`src/hdl/assert_macros.svh`:
```
// Assertion helpers shared by the RTL modules.
`ifndef ASSERT_MACROS_SVH
`define ASSERT_MACROS_SVH

// Checked on every rising edge of clk outside reset.
`define SBT_ASSERT(label, prop, msg) \
  label: assert property (@(posedge clk) disable iff (rst) prop) else $error(msg);

// Checked on every rising edge of clk, reset included.
`define SBT_ASSERT_ALWAYS(label, prop, msg) \
  label: assert property (@(posedge clk) prop) else $error(msg);

`endif

```
`src/hdl/sbt_pkg.sv`:
```
package sbt_pkg;

  localparam int POSITION_BITS_DEFAULT = 16;
  localparam int LENGTH_BITS_DEFAULT   = 16;
  localparam int QUEUE_DEPTH           = 4;

  typedef struct packed {
    logic       kind;
    logic [7:0] ch;
  } byte_item_t;

  typedef struct packed {
    logic [4:0]  token_kind;
    logic [15:0] start_line;
    logic [15:0] start_column;
    logic [15:0] text_length;
    logic [7:0]  char_value;
    logic        last;
  } token_t;

  typedef enum logic [3:0] {
    M_IDLE       = 4'd0,
    M_WORD       = 4'd1,
    M_NUMBER     = 4'd2,
    M_MINUS      = 4'd3,
    M_CHAR_OPEN  = 4'd4,
    M_CHAR_ESC   = 4'd5,
    M_CHAR_CLOSE = 4'd6,
    M_STRING     = 4'd7,
    M_HALT       = 4'd8
  } mode_t;

  localparam logic [4:0] KIND_IDENT      = 5'd11;
  localparam logic [4:0] KIND_NUMBER     = 5'd12;
  localparam logic [4:0] KIND_CHAR       = 5'd13;
  localparam logic [4:0] KIND_ARROW      = 5'd14;
  localparam logic [4:0] KIND_MINUS      = 5'd15;
  localparam logic [4:0] KIND_COLON      = 5'd16;
  localparam logic [4:0] KIND_ASSIGN     = 5'd17;
  localparam logic [4:0] KIND_PLUS       = 5'd18;
  localparam logic [4:0] KIND_STAR       = 5'd19;
  localparam logic [4:0] KIND_SLASH      = 5'd20;
  localparam logic [4:0] KIND_LPAREN     = 5'd21;
  localparam logic [4:0] KIND_RPAREN     = 5'd22;
  localparam logic [4:0] KIND_LBRACE     = 5'd23;
  localparam logic [4:0] KIND_RBRACE     = 5'd24;
  localparam logic [4:0] KIND_STRING     = 5'd25;
  localparam logic [4:0] KIND_UNKNOWN    = 5'd26;
  localparam logic [4:0] KIND_END        = 5'd27;
  localparam logic [4:0] KIND_CHAR_ERROR = 5'd28;

  localparam int KEYWORD_COUNT = 11;

  // Keyword text with byte i in bits 8i+7:8i; unused upper bytes are zero.
  localparam logic [47:0] KEYWORD_TEXT [KEYWORD_COUNT] = '{
    48'h0000_636E_7566,
    48'h0074_7261_7473,
    48'h0074_6E69_7270,
    48'h0074_736E_6F63,
    48'h0038_7261_6863,
    48'h3631_7261_6863,
    48'h3233_7261_6863,
    48'h0000_3874_6E69,
    48'h0036_3174_6E69,
    48'h0032_3374_6E69,
    48'h0034_3674_6E69
  };

  // Word bytes are never zero, so a whole-word match on a word of at most
  // six bytes also matches its length.
  function automatic logic [4:0] word_kind(input logic [47:0] word, input logic short_word);
    logic [4:0] k;
    k = KIND_IDENT;
    for (int i = KEYWORD_COUNT - 1; i >= 0; i--) begin
      if (short_word && word == KEYWORD_TEXT[i]) begin
        k = 5'(i);
      end
    end
    return k;
  endfunction

  function automatic logic [4:0] op_kind(input logic [7:0] c);
    logic [4:0] k;
    case (c)
      8'h3A:   k = KIND_COLON;
      8'h3D:   k = KIND_ASSIGN;
      8'h2B:   k = KIND_PLUS;
      8'h2A:   k = KIND_STAR;
      8'h2F:   k = KIND_SLASH;
      8'h28:   k = KIND_LPAREN;
      8'h29:   k = KIND_RPAREN;
      8'h7B:   k = KIND_LBRACE;
      8'h7D:   k = KIND_RBRACE;
      default: k = KIND_UNKNOWN;
    endcase
    return k;
  endfunction

  function automatic logic is_alpha(input logic [7:0] c);
    return (c >= 8'h41 && c <= 8'h5A) || (c >= 8'h61 && c <= 8'h7A);
  endfunction

  function automatic logic is_digit(input logic [7:0] c);
    return c >= 8'h30 && c <= 8'h39;
  endfunction

  function automatic logic is_space(input logic [7:0] c);
    return c == 8'h20 || (c >= 8'h09 && c <= 8'h0D);
  endfunction

endpackage

```
`src/hdl/sbt_lexer.sv`:
```
`include "assert_macros.svh"

module sbt_lexer #(
  parameter int POSITION_BITS = sbt_pkg::POSITION_BITS_DEFAULT,
  parameter int LENGTH_BITS   = sbt_pkg::LENGTH_BITS_DEFAULT
) (
  input  logic               clk,
  input  logic               rst,
  input  logic               fire,
  input  sbt_pkg::byte_item_t item,
  output sbt_pkg::token_t    tok0,
  output sbt_pkg::token_t    tok1,
  output logic [1:0]         tok_count
);

  localparam logic [7:0] CH_NEWLINE = 8'h0A;
  localparam logic [7:0] CH_QUOTE   = 8'h27;
  localparam logic [7:0] CH_DQUOTE  = 8'h22;
  localparam logic [7:0] CH_MINUS   = 8'h2D;
  localparam logic [7:0] CH_GREATER = 8'h3E;
  localparam logic [7:0] CH_BSLASH  = 8'h5C;

  sbt_pkg::mode_t           mode, mode_next;
  logic [47:0]              word_bytes, word_bytes_next;
  logic [LENGTH_BITS-1:0]   token_length, token_length_next;
  logic [POSITION_BITS-1:0] token_line, token_line_next;
  logic [POSITION_BITS-1:0] token_column, token_column_next;
  logic [POSITION_BITS-1:0] line_count, line_count_next;
  logic [POSITION_BITS-1:0] column_count, column_count_next;
  logic [7:0]               literal_byte, literal_byte_next;

  function automatic logic [POSITION_BITS-1:0] pos_inc(input logic [POSITION_BITS-1:0] v);
    return (v == '1) ? v : v + 1'b1;
  endfunction

  function automatic logic [LENGTH_BITS-1:0] len_inc(input logic [LENGTH_BITS-1:0] v);
    return (v == '1) ? v : v + 1'b1;
  endfunction

  function automatic logic [15:0] pos_out(input logic [POSITION_BITS-1:0] v);
    logic [31:0] w;
    w = 32'(v);
    return (w > 32'h0000_FFFF) ? 16'hFFFF : w[15:0];
  endfunction

  function automatic logic [15:0] len_out(input logic [LENGTH_BITS-1:0] v);
    logic [31:0] w;
    w = 32'(v);
    return (w > 32'h0000_FFFF) ? 16'hFFFF : w[15:0];
  endfunction

  logic [7:0]  c;
  logic        short_word;
  logic [4:0]  cur_word_kind;
  logic [15:0] tok_line_out, tok_col_out, tok_len_out;

  assign c             = item.ch;
  assign short_word    = 32'(token_length) <= 32'd6;
  assign cur_word_kind = sbt_pkg::word_kind(word_bytes, short_word);
  assign tok_line_out  = pos_out(token_line);
  assign tok_col_out   = pos_out(token_column);
  assign tok_len_out   = len_out(token_length);

  sbt_pkg::token_t t_a, t_b;
  logic            v_a, v_b;

  always_comb begin
    logic adv;
    logic idle;
    logic start_tok;
    logic [POSITION_BITS-1:0] col_end;
    mode_next         = mode;
    word_bytes_next   = word_bytes;
    token_length_next = token_length;
    token_line_next   = token_line;
    token_column_next = token_column;
    line_count_next   = line_count;
    column_count_next = column_count;
    literal_byte_next = literal_byte;
    t_a       = '0;
    t_b       = '0;
    v_a       = 1'b0;
    v_b       = 1'b0;
    adv       = 1'b0;
    idle      = 1'b0;
    start_tok = 1'b0;
    t_a.start_line   = tok_line_out;
    t_a.start_column = tok_col_out;
    t_a.text_length  = tok_len_out;
    t_b.start_line   = pos_out(line_count);
    t_b.start_column = pos_out(column_count);
    col_end = (mode == sbt_pkg::M_STRING) ? pos_inc(column_count) : column_count;
    if (fire) begin
      if (item.kind) begin
        case (mode)
          sbt_pkg::M_WORD: begin
            v_a = 1'b1;
            t_a.token_kind = cur_word_kind;
          end
          sbt_pkg::M_NUMBER: begin
            v_a = 1'b1;
            t_a.token_kind = sbt_pkg::KIND_NUMBER;
          end
          sbt_pkg::M_MINUS: begin
            v_a = 1'b1;
            t_a.token_kind  = sbt_pkg::KIND_MINUS;
            t_a.text_length = 16'd1;
          end
          sbt_pkg::M_STRING: begin
            v_a = 1'b1;
            t_a.token_kind = sbt_pkg::KIND_STRING;
          end
          sbt_pkg::M_CHAR_OPEN, sbt_pkg::M_CHAR_ESC, sbt_pkg::M_CHAR_CLOSE: begin
            v_a = 1'b1;
            t_a.token_kind  = sbt_pkg::KIND_CHAR_ERROR;
            t_a.text_length = 16'd0;
          end
          default: begin
            v_a = 1'b0;
          end
        endcase
        v_b = 1'b1;
        t_b.token_kind   = sbt_pkg::KIND_END;
        t_b.start_column = pos_out(col_end);
        t_b.text_length  = 16'd0;
        mode_next         = sbt_pkg::M_IDLE;
        word_bytes_next   = '0;
        token_length_next = '0;
        token_line_next   = POSITION_BITS'(1);
        token_column_next = POSITION_BITS'(1);
        line_count_next   = POSITION_BITS'(1);
        column_count_next = POSITION_BITS'(1);
        literal_byte_next = '0;
      end else begin
        case (mode)
          sbt_pkg::M_HALT: begin
            adv = 1'b0;
          end
          sbt_pkg::M_WORD: begin
            if (sbt_pkg::is_alpha(c) || sbt_pkg::is_digit(c)) begin
              for (int i = 0; i < 6; i++) begin
                if (token_length == LENGTH_BITS'(i)) begin
                  word_bytes_next[8*i +: 8] = c;
                end
              end
              token_length_next = len_inc(token_length);
              adv = 1'b1;
            end else begin
              v_a = 1'b1;
              t_a.token_kind = cur_word_kind;
              idle = 1'b1;
            end
          end
          sbt_pkg::M_NUMBER: begin
            if (sbt_pkg::is_digit(c)) begin
              token_length_next = len_inc(token_length);
              adv = 1'b1;
            end else begin
              v_a = 1'b1;
              t_a.token_kind = sbt_pkg::KIND_NUMBER;
              idle = 1'b1;
            end
          end
          sbt_pkg::M_MINUS: begin
            v_a = 1'b1;
            if (c == CH_GREATER) begin
              t_a.token_kind  = sbt_pkg::KIND_ARROW;
              t_a.text_length = 16'd2;
              adv = 1'b1;
              mode_next = sbt_pkg::M_IDLE;
            end else begin
              t_a.token_kind  = sbt_pkg::KIND_MINUS;
              t_a.text_length = 16'd1;
              idle = 1'b1;
            end
          end
          sbt_pkg::M_CHAR_OPEN: begin
            if (c == CH_BSLASH) begin
              mode_next = sbt_pkg::M_CHAR_ESC;
            end else begin
              literal_byte_next = c;
              mode_next = sbt_pkg::M_CHAR_CLOSE;
            end
            adv = 1'b1;
          end
          sbt_pkg::M_CHAR_ESC: begin
            literal_byte_next = c;
            mode_next = sbt_pkg::M_CHAR_CLOSE;
            adv = 1'b1;
          end
          sbt_pkg::M_CHAR_CLOSE: begin
            v_a = 1'b1;
            if (c == CH_QUOTE) begin
              t_a.token_kind  = sbt_pkg::KIND_CHAR;
              t_a.text_length = 16'd1;
              t_a.char_value  = literal_byte;
              adv = 1'b1;
              mode_next = sbt_pkg::M_IDLE;
            end else begin
              t_a.token_kind  = sbt_pkg::KIND_CHAR_ERROR;
              t_a.text_length = 16'd0;
              mode_next = sbt_pkg::M_HALT;
            end
          end
          sbt_pkg::M_STRING: begin
            adv = 1'b1;
            if (c == CH_DQUOTE || c == 8'h00) begin
              v_a = 1'b1;
              t_a.token_kind = sbt_pkg::KIND_STRING;
              mode_next = sbt_pkg::M_IDLE;
            end else begin
              token_length_next = len_inc(token_length);
            end
          end
          default: begin
            idle = 1'b1;
          end
        endcase
        if (idle) begin
          mode_next = sbt_pkg::M_IDLE;
          adv = 1'b1;
          if (sbt_pkg::is_space(c)) begin
            mode_next = sbt_pkg::M_IDLE;
          end else if (sbt_pkg::is_alpha(c)) begin
            start_tok = 1'b1;
            mode_next = sbt_pkg::M_WORD;
          end else if (sbt_pkg::is_digit(c)) begin
            start_tok = 1'b1;
            mode_next = sbt_pkg::M_NUMBER;
          end else if (c == CH_QUOTE) begin
            start_tok = 1'b1;
            mode_next = sbt_pkg::M_CHAR_OPEN;
          end else if (c == CH_MINUS) begin
            start_tok = 1'b1;
            mode_next = sbt_pkg::M_MINUS;
          end else if (c == CH_DQUOTE) begin
            start_tok = 1'b1;
            mode_next = sbt_pkg::M_STRING;
          end else begin
            v_b = 1'b1;
            t_b.token_kind  = sbt_pkg::op_kind(c);
            t_b.text_length = 16'd1;
          end
          if (start_tok) begin
            token_line_next   = line_count;
            token_column_next = column_count;
            literal_byte_next = '0;
            if (sbt_pkg::is_alpha(c)) begin
              word_bytes_next   = {40'd0, c};
              token_length_next = LENGTH_BITS'(1);
            end else if (sbt_pkg::is_digit(c)) begin
              word_bytes_next   = '0;
              token_length_next = LENGTH_BITS'(1);
            end else begin
              word_bytes_next   = '0;
              token_length_next = '0;
            end
          end
        end
        if (adv) begin
          if (c == CH_NEWLINE) begin
            line_count_next   = pos_inc(line_count);
            column_count_next = POSITION_BITS'(1);
          end else begin
            column_count_next = pos_inc(column_count);
          end
        end
      end
    end
  end

  always_comb begin
    tok0 = v_a ? t_a : t_b;
    tok1 = t_b;
    tok0.last = !(v_a && v_b);
    tok1.last = 1'b1;
    tok_count = 2'(v_a) + 2'(v_b);
  end

  always_ff @(posedge clk) begin
    if (rst) begin
      mode         <= sbt_pkg::M_IDLE;
      word_bytes   <= '0;
      token_length <= '0;
      token_line   <= POSITION_BITS'(1);
      token_column <= POSITION_BITS'(1);
      line_count   <= POSITION_BITS'(1);
      column_count <= POSITION_BITS'(1);
      literal_byte <= '0;
    end else begin
      mode         <= mode_next;
      word_bytes   <= word_bytes_next;
      token_length <= token_length_next;
      token_line   <= token_line_next;
      token_column <= token_column_next;
      line_count   <= line_count_next;
      column_count <= column_count_next;
      literal_byte <= literal_byte_next;
    end
  end

  `SBT_ASSERT(a_tokens_need_item, (tok_count != 2'd0) |-> fire, "token without a transaction")
  `SBT_ASSERT(a_end_restarts, (fire && item.kind) |=> (mode == sbt_pkg::M_IDLE && line_count == POSITION_BITS'(1) && column_count == POSITION_BITS'(1)), "end of source did not restart the lexer")
  `SBT_ASSERT(a_halt_holds, (mode == sbt_pkg::M_HALT && !(fire && item.kind)) |=> (mode == sbt_pkg::M_HALT && $stable(line_count) && $stable(column_count)), "halted lexer moved")

endmodule

```
`src/hdl/sbt_token_queue.sv`:
```
`include "assert_macros.svh"

module sbt_token_queue (
  input  logic            clk,
  input  logic            rst,
  input  logic [1:0]      push_count,
  input  sbt_pkg::token_t push0,
  input  sbt_pkg::token_t push1,
  output logic            room,
  output logic            token_valid,
  input  logic            token_ready,
  output sbt_pkg::token_t token_data
);

  localparam int DEPTH = sbt_pkg::QUEUE_DEPTH;
  localparam int PW    = $clog2(DEPTH);
  localparam int CW    = $clog2(DEPTH + 1);

  sbt_pkg::token_t entry [DEPTH];
  logic [PW-1:0]   wr_ptr, rd_ptr;
  logic [CW-1:0]   count, count_next;
  logic            pop;

  assign room        = count <= CW'(DEPTH - 2);
  assign token_valid = count != '0;
  assign token_data  = entry[rd_ptr];
  assign pop         = token_valid && token_ready;
  assign count_next  = count + CW'(push_count) - CW'(pop);

  always_ff @(posedge clk) begin
    if (push_count != 2'd0) begin
      entry[wr_ptr] <= push0;
    end
    if (push_count == 2'd2) begin
      entry[wr_ptr + PW'(1)] <= push1;
    end
  end

  always_ff @(posedge clk) begin
    if (rst) begin
      wr_ptr <= '0;
      rd_ptr <= '0;
      count  <= '0;
    end else begin
      wr_ptr <= wr_ptr + PW'(push_count);
      rd_ptr <= rd_ptr + PW'(pop);
      count  <= count_next;
    end
  end

  `SBT_ASSERT_ALWAYS(a_count_bound, rst || count <= CW'(DEPTH), "token queue overfilled")
  `SBT_ASSERT(a_push_fits, (push_count != 2'd0) |-> room, "tokens pushed without room")
  `SBT_ASSERT(a_pop_only, (pop && push_count == 2'd0) |=> (count == $past(count) - CW'(1)), "queue count did not follow a lone pop")

endmodule

```
`src/hdl/source_byte_tokenizer.sv`:
```
// Streaming lexer: one source byte or end-of-source mark per byte transaction, one token per
// token transaction. A byte transaction can be taken in every cycle while the token queue has
// room; the byte is held in the input register, is lexed in one pass, and its tokens enter a
// four-entry token queue that drains one token per cycle while token_ready is high.
// Sustained rate is one byte per cycle while bytes give at most one token each and tokens are
// taken; a byte that closes a word, number or minus and is itself a token gives two, and the
// single queue read port then sets the pace at one token per cycle.
module source_byte_tokenizer #(
  parameter int POSITION_BITS = sbt_pkg::POSITION_BITS_DEFAULT,
  parameter int LENGTH_BITS   = sbt_pkg::LENGTH_BITS_DEFAULT
) (
  input  logic                clk,
  input  logic                rst,
  input  logic                byte_valid,
  output logic                byte_ready,
  input  sbt_pkg::byte_item_t byte_data,
  output logic                token_valid,
  input  logic                token_ready,
  output sbt_pkg::token_t     token_data
);

  logic                held_valid;
  sbt_pkg::byte_item_t held_item;
  logic                room;
  logic                fire;
  sbt_pkg::token_t     tok0, tok1;
  logic [1:0]          tok_count;

  assign fire       = held_valid && room;
  assign byte_ready = !held_valid || fire;

  always_ff @(posedge clk) begin
    if (rst) begin
      held_valid <= 1'b0;
    end else if (byte_ready) begin
      held_valid <= byte_valid;
    end
  end

  always_ff @(posedge clk) begin
    if (byte_valid && byte_ready) begin
      held_item <= byte_data;
    end
  end

  sbt_lexer #(
    .POSITION_BITS(POSITION_BITS),
    .LENGTH_BITS  (LENGTH_BITS)
  ) u_lexer (
    .clk      (clk),
    .rst      (rst),
    .fire     (fire),
    .item     (held_item),
    .tok0     (tok0),
    .tok1     (tok1),
    .tok_count(tok_count)
  );

  sbt_token_queue u_queue (
    .clk        (clk),
    .rst        (rst),
    .push_count (tok_count),
    .push0      (tok0),
    .push1      (tok1),
    .room       (room),
    .token_valid(token_valid),
    .token_ready(token_ready),
    .token_data (token_data)
  );

endmodule
```
`config.mk`:
```
export PLATFORM = sky130hd
export DESIGN_NAME = source_byte_tokenizer
export DESIGN_NICKNAME = d
export VERILOG_FILES = /design/src/hdl/sbt_pkg.sv /design/src/hdl/sbt_lexer.sv /design/src/hdl/sbt_token_queue.sv /design/src/hdl/source_byte_tokenizer.sv
export VERILOG_INCLUDE_DIRS = /design/src /design/src/hdl
export SDC_FILE = /design/constraint.sdc
export NUM_CORES = 1
export LEC_CHECK = 0
export BUFFER_PORTS_ARGS = -buffer_cell sky130_fd_sc_hd__buf_2
export CORE_MARGIN = 2
export CORE_UTILIZATION = 60
export CTS_CLUSTER_SIZE = 40
export DETAILED_ROUTE_END_ITERATION = 7
export PLACE_DENSITY = 0.78
export SYNTH_ARGS = -nofsm -noshare
export SYNTH_HDL_FRONTEND = slang
export SYNTH_SLANG_ARGS = --single-unit
export TNS_END_PERCENT = 10
```
`constraint.sdc`:
```
create_clock -name clk -period 7.1 [get_ports clk]
set_input_delay 0 -clock clk [delete_from_list [all_inputs] [get_ports clk]]
set_output_delay 0 -clock clk [all_outputs]
set_load 0.005 [all_outputs]
```
==> flow_summary.yaml, run 1 <==
outcome:
  status: "complete, no violations"
sta:
  max_slew_margin: 0.1610
  final_min_period_over_clock_period: 0.7244
  hold_viol: 0
  finalCriticalPeriod_ns: 5.144
  finalMaxSlewViolations: 0
  total_negative_slack_ns: 0
  fmax_ghz: 0.1944
  tightestPinTransition_ns: 1.256
  unrepaired_setup_endpoints_after_global_routing: "no"
  clock_skew_ns: 0.02356
  finalSetupViolations: 0
detailed_routing:
  route.antenna.remaining_nets: 0
  average_via_count_per_standard_cell: 6.744
  drc: 0
  vias: 15330
  first_iter_violations: 1659
  dr.pass1.iters: 6
  routed_wire_length_per_instance_um: 23.13
  detail_route.wirelength_mm: 52.57
hold_path:
  holdPathEnd: "held_item[6]"
  timing.hold.worst_path_depth: 2
  beginning_of_the_worst_hold_path: "byte_data[6]"
  hold_path.class: "in2reg"
power:
  power_frac_clock: 0.371
  internal_power_mw: 4.190
  p_comb_frac: 0.169
  static-leakage-power_nw: 7.389
  design_power_total_mw: 5.806
  switching_power_mw: 1.616
  pwr-share-seq: 0.460
  power.switching_fraction: 0.2783
  power_per_cell_area_mw_per_mm2: 272.6
  power.ir.vdd_worst_v: 0.0001824
setup_path:
  timing.critical_path.to_type: "flop"
  setup.worst_path.start_class: "flop"
  timing.rr.end: "u_queue.entry[0][49]"
  path_max_fanout: 39
  worst_ep_required_time_ns: 7.28
  worst_ep_arrival_time_ns: 5.32
  regToRegSetupSlack_ns: 1.96
  rr_worst_depth: 13
  critical_path.reg2reg.startpoint: "held_item[0]"
  worstSetupPathType: "reg2reg"
yosys:
  flops_latches_synth: 405
  synth_edf_count: 161
  yosysWarnings: 0
  cells_after_synth: 1823
  yosysUniqueCellTypes: 88
  asyncSetResetFlopFracSynth: 0
  synth_flop_cell: "dfxtp_1"
  synth_fp_nets: 1850
  synth.cell_area_sq_mm: 0.01932
  synth_area_per_cell_sq_um: 10.60
  synth-seq-area-share: 0.5031
grt:
  grt.total_usage: 0.3114
  grt_antenna_before_repair: 1
  first_global_vias: 14820
  gr-total-overflow: 0
  maximum_number_of_pins_on_one_net_before_global_route_repair: 52
  wire_length_of_the_first_global_routing_pass_mm: 82.01
die:
  fp-row-count: 65
  ios: 77
  die_w_um: 183.4
  core_area_sq_mm: 0.03164
  fp.dieArea_sq_mm: 0.03365
  die_h_um: 183.4
  start_util: 0.6107
clock_network:
  clock_insertion_delay_worst_skew_ns: 0.56
  tritoncts: "built"
  clock-root-buffer: "clkbuf_16"
  clk_pin_slew_worst_paths_ns: 0.07
  clock_path_buffers: 3
  numCtsBuffers: 43
  cts.sink_count: 405
  clock_h_tree_levels: 2
  post-cts-setup-buffer-count: 0
  cts_resized: 0
final_layout:
  fin_nets: 1865
  areaGrowthSynthToFinish_pct: 10.25
  layout.filler_cells: 2389
  register_area_sq_mm: 0.009727
  area_used_by_multi_input_combinational_logic_sq_mm: 0.008842
  final_util: 0.6733
  layout_commonest_cell: "dfxtp_1"
  antenna_cells: 0
  drive_gt1_frac: 0.1475
  layout.cells.most_common_list: "242 x dfxtp_1, 189 x a22o_1, 177 x nand2_1"
placed_design:
  globalplace.congestion: 0.9262
  detailedPlacementHpwl_mm: 33.58
  port_buffers: 76
run:
  drv_cap: 0
critical path: stages, from the launching register on:
cell and delay, ns:
edfxtp_1 0.75, or4_4 0.68, o221ai_2 0.33, o2111a_1 0.41, o211ai_1 0.29, nand2_1 0.14, nand2_1 0.16, ha_1 0.31
nor3_1 0.52, buf_4 0.25, nor2_1 0.05, buf_4 0.23, inv_1 0.09, buf_4 0.50
logic make-up after synthesis:
logic type / after synthesis / share of synthesized area
XOR/XNOR: 44 / 0.01995
AND/OR/NAND/NOR: 578 / 0.1516
adder cells (fa/ha/maj): 14 / 0.009456
AO/OA/AOI/OAI: 500 / 0.1859
flip-flops: 405 / 0.5031
multiplexers: 94 / 0.08892
buffers and inverters: 188 / 0.04112
cells in the mapped netlist (17+ instances only):
cell type | n | area, sq um
inv_1 | 35 | 131.4
mux2i_1 | 31 | 310.3
nor4_1 | 18 | 112.6
nand3_1 | 50 | 250.2
o21ai_0 | 97 | 485.5
buf_2 | 31 | 155.2
nor2_1 | 125 | 469.2
clkbuf_1 | 102 | 382.9
and3_1 | 17 | 106.4
nand2_1 | 177 | 664.4
or3_1 | 20 | 125.1
edfxtp_1 | 161 | 4835
a22o_1 | 189 | 1655
xnor2_1 | 26 | 227.7
nand4_1 | 25 | 156.4
mux4_2 | 62 | 1396
dfxtp_1 | 244 | 4885
nor3_1 | 27 | 135.1
a21oi_1 | 77 | 385.4
xor2_1 | 18 | 157.7
o22ai_1 | 29 | 181.4
timing repair:
action	CTS	global route
endpoints found under the setup margin	0	0
hold buffers	14	0
endpoints found under the hold margin	18	0
power by group through the flow:
stage | Clock, mW | Sequential (mW) | Combinational [mW]
after floorplan | 0 | 2.64 | 0.675
after global placement | 0 | 2.71 | 0.953
after detailed placement | 0 | 2.72 | 0.969
after CTS | 2.16 | 2.67 | 0.982
after global routing | 2.25 | 2.69 | 1.05
final | 2.15 | 2.67 | 0.983
cell type report:
cell class                      instances  area share
Tap cell                              402     0.02361
Clock inverter                         19    0.007284
Clock buffer                           59     0.05522
Multi-Input combinational cell       1230      0.4151
Sequential cell                       405      0.4567
Inverter                               37    0.006755
Timing Repair Buffer                  121     0.03536
registers in the layout, indices dropped and copies added, names as in the netlist, 8 cells and up:
| signal | cells |
|---|---|
| u_lexer.line_count | 16 |
| u_lexer.tok_len_out | 16 |
| held_item | 9 |
| u_lexer.tok_line_out | 16 |
| u_lexer.word_bytes | 48 |
| u_lexer.literal_byte | 8 |
| u_lexer.column_count | 16 |
| u_queue.entry | 248 |
| u_lexer.tok_col_out | 16 |
routing by layer:
metal	up-vias	part of all wire	track usage	wire (um)
met5	-	0	0	0
met4	0	0.031	0.1232	1632
met3	135	0.080	0.04695	4209
met2	735	0.46	0.4939	24410
met1	7512	0.42	0.4334	22320
li1	6947	-	-	-
stage by stage:
step / setup WS, ns / cells / hold slack [ns] / area, sq um
after floorplan: 2.483 / 1823 / 0.09887 / 19320
after global placement: 2.221 / 2181 / 0.1775 / 19830
after detailed placement: 2.052 / 2181 / 0.1810 / 19830
after CTS: 2.005 / 2273 / 0.1322 / 21300
after global routing: 1.547 / 2273 / 0.1574 / 21300
final: 1.956 / 2273 / 0.1455 / 21300
worst max path at each step:
| stage | from | endpoint | slack, ns |
|---|---|---|---|
| after global placement | held_item[4] | u_queue.entry[3][32] | 2.22 |
| after detailed placement | held_item[4] | u_queue.entry[3][38] | 2.05 |
| after CTS | held_item[4] | u_queue.entry[3][38] | 2.00 |
| after global routing | held_item[4] | u_queue.entry[3][32] | 1.55 |
| final | held_item[0] | u_queue.entry[0][49] | 1.96 |
| after floorplan | held_item[2] | u_queue.entry[2][61] | 2.48 |
Note: power is estimated with default switching activity, not from simulation.
==> run 2, diff against run 1 <==
--- a/config.mk
+++ b/config.mk
@@ -6,6 +6,7 @@
 export SDC_FILE = /design/constraint.sdc
 export NUM_CORES = 1
 export LEC_CHECK = 0
+export ABC_AREA = 1
 export BUFFER_PORTS_ARGS = -buffer_cell sky130_fd_sc_hd__buf_2
 export CORE_MARGIN = 2
 export CORE_UTILIZATION = 60
==> constraint.sdc (replaced) <==
create_clock -name clk -period 5.25 [get_ports clk]
set_input_delay 0 -clock clk [delete_from_list [all_inputs] [get_ports clk]]
set_output_delay 0 -clock clk [all_outputs]
set_load 0.005 [all_outputs]
==> run 2 against run 1 <==
Die area is 6.6% higher. Fmax is 13% higher. Sequential share of layout area is 2.5 points lower. Sequential power is 37% higher. Non-clock buffer count is 6 lower. Critical path depth is 4 higher. Clock power is 40% higher. Worst setup slack worse by 1.3 ns.
==> flow_summary.yaml, run 2 <==
outcome:
  status: "complete, no violations"
sta:
  post-route-worst-setup-slack_ns: 0.6949
  final_min_period_over_clock_period: 0.8676
  hold_viol: 0
  clock_skew_ns: 0.01624
  finalMaxSlewViolations: 0
  unrepaired_setup_endpoints_after_global_routing: "no"
  finalSetupViolations: 0
  finalCriticalPeriod_ns: 4.555
  total_negative_slack_ns: 0
  fmax_ghz: 0.2195
  max_slew_margin: 0.2488
  tightestPinTransition_ns: 1.127
power:
  power.switching_fraction: 0.3415
  power.ir.vdd_worst_v: 0.0002985
  pwr-share-seq: 0.402
  power_frac_clock: 0.333
  static-leakage-power_nw: 8.512
  switching_power_mw: 3.097
  power_per_cell_area_mw_per_mm2: 402.3
  internal_power_mw: 5.972
  p_comb_frac: 0.265
grt:
  wire_length_of_the_first_global_routing_pass_mm: 97.38
  gr-total-overflow: 0
  grt_antenna_before_repair: 0
  grt.total_usage: 0.3437
  first_global_vias: 18010
  maximum_number_of_pins_on_one_net_before_global_route_repair: 95
die:
  start_util: 0.6121
  fp-row-count: 67
  die_h_um: 189.4
  die_w_um: 189.4
  ios: 77
  fp.dieArea_sq_mm: 0.03588
  core_area_sq_mm: 0.03370
setup_path:
  path_max_fanout: 23
  worstSetupPathType: "reg2reg"
  worst_ep_arrival_time_ns: 4.96
  worst_ep_required_time_ns: 5.66
  timing.critical_path.to_type: "flop"
  setup.worst_path.start_class: "flop"
placed_design:
  globalplace.congestion: 0.9734
  port_buffers: 76
  worst_slack_placed_ns: 0.8468
  detailedPlacementHpwl_mm: 40.39
yosys:
  flops_latches_synth: 405
  synth-seq-area-share: 0.4712
  synth.cell_area_sq_mm: 0.02063
  synth_flop_cell: "dfxtp_1"
  yosys.area.top_type_share: 0.2368
  synth_area_per_cell_sq_um: 7.688
  netlist.top_cell.by_area: "dfxtp_1"
  synth_adder_area_share: 0.008857
  asyncSetResetFlopFracSynth: 0
  yosysWarnings: 0
  synth_compound_gate_area_share: 0.1921
  synth_edf_count: 161
  synthXorXnorAreaFrac: 0.01062
  cells_after_synth: 2683
  yosys.cell_count.top_type: "nand2_1"
  synth_top_cells_by_count: "575 x nand2_1, 317 x nor2_1, 297 x o21ai_0, 244 x dfxtp_1, 187 x inv_1"
  synth_fp_nets: 2710
  post_synth_and_or_nand_nor_area_fraction: 0.2446
  yosysUniqueCellTypes: 55
  ys_top_cells_by_area: "dfxtp_1 24%, edfxtp_1 23%, nand2_1 10%"
  synthMuxAreaShare: 0
  synth_top_family_by_area: "simple AND/OR/NAND/NOR gates"
detailed_routing:
  first_iter_violations: 2271
  route.antenna.remaining_nets: 0
  routed_wire_length_per_instance_um: 19.72
  vias: 19450
  average_via_count_per_standard_cell: 6.154
  dr.pass1.iters: 8
  detail_route.wirelength_mm: 62.34
  drc: 0
final_layout:
  layout_top_registers: "u_queue.entry x248, u_lexer.word_bytes x48"
  area_used_by_multi_input_combinational_logic_sq_mm: 0.009420
  areaGrowthSynthToFinish_pct: 9.287
  layout.filler_cells: 2867
  register_area_sq_mm: 0.009724
  layout.cells.most_common_list: "571 x nand2_1, 317 x nor2_1, 297 x o21ai_0"
  layout_commonest_cell: "nand2_1"
  largest_register_ff_count: 248
  fin_nets: 2708
  antenna_cells: 0
  drive_gt1_frac: 0.08625
  largest-register: "u_queue.entry"
clock_network:
  clock_path_buffers: 3
  cts_resized: 0
  clock_h_tree_levels: 2
  clk_pin_slew_worst_paths_ns: 0.06
  clock_insertion_delay_worst_skew_ns: 0.58
  numCtsBuffers: 42
  tritoncts: "built"
  clock-root-buffer: "clkbuf_16"
  cts.sink_count: 405
run:
  drv_cap: 0
hold_path:
  hold_path.class: "in2reg"
==> run 2: power groups by stage <==
stage | Combinational [mW] | Clock, mW | Sequential, mW
global route | 2.64 | 3.15 | 3.67
finish | 2.41 | 3.02 | 3.65
global placement | 2.32 | 0 | 3.70
floorplan | 1.61 | 0 | 3.63
CTS | 2.37 | 3.03 | 3.64
detailed placement | 2.35 | 0 | 3.71
==> run 2: per-stage QoR <==
step	utilization	hold WS, ns	power, mW	instances	instance area, sq um
after floorplan	-	0.09887	5.237	2683	20630
after global placement	0.6255	0.1776	6.016	3075	21080
after detailed placement	0.6255	0.1781	6.063	3075	21080
after CTS	0.6689	0.05087	9.042	3161	22540
after global routing	0.6689	0.1082	9.460	3161	22540
final	0.6689	0.07605	9.070	3161	22540
==> run 2: layout make-up <==
type	count	area share
Clock buffer	62	0.05223
Inverter	206	0.03436
Clock inverter	14	0.008270
Timing Repair Buffer	115	0.03097
Sequential cell	405	0.4314
Tap cell	448	0.02487
Multi-Input combinational cell	1911	0.4179
==> run 2: final timing paths <==
kind | start | to | slack [ns] | cells past startpoint
setup / recovery | held_item[3] | u_queue.entry[2][18] | 0.69 | 17
hold / removal | token_ready | u_queue.rd_ptr[0] | 0.08 | 5
setup reg to reg | held_item[3] | u_queue.entry[2][18] | 0.69 | 17
hold reg to reg | u_queue.entry[2][2] | u_queue.entry[2][2] | 0.45 | 2
==> run 2: logic make-up (layout without fill, tap and decap cells) <==
kind of cell	after synthesis	count (layout)
buf+inv	367	397
simple gates	1172	1172
fa+ha+maj	14	14
flops	405	405
compound gates	700	700
xor+xnor	25	25
==> run 2: worst max-delay path, stage by stage, from the launching register on <==
cell and delay (ns):
edfxtp_1 0.68, nand2_1 0.27, o2111ai_1 0.26, o21a_1 0.27, inv_1 0.08, nor2_1 0.15, nand2_1 0.08, nand2_1 0.12
nand2_1 0.13, inv_2 0.17, ha_1 0.28, nand2_1 0.12, nor2_1 0.29, inv_1 0.13, nand2_2 0.45, inv_1 0.56
nand2_1 0.21, o21ai_0 0.13
==> run 2: repair_timing <==
action / in CTS / in global routing
setup endpoints to repair: 0 / 0
hold endpoints to repair: 10 / 0
buffers inserted: 0 / 0
hold buffers: 10 / 0
==> run 2: layer usage <==
metal,global-route usage,wire [um]
met1,0.4793,25990
met2,0.5504,28720
met3,0.05987,6307
met4,0.1023,1324
met5,0,0
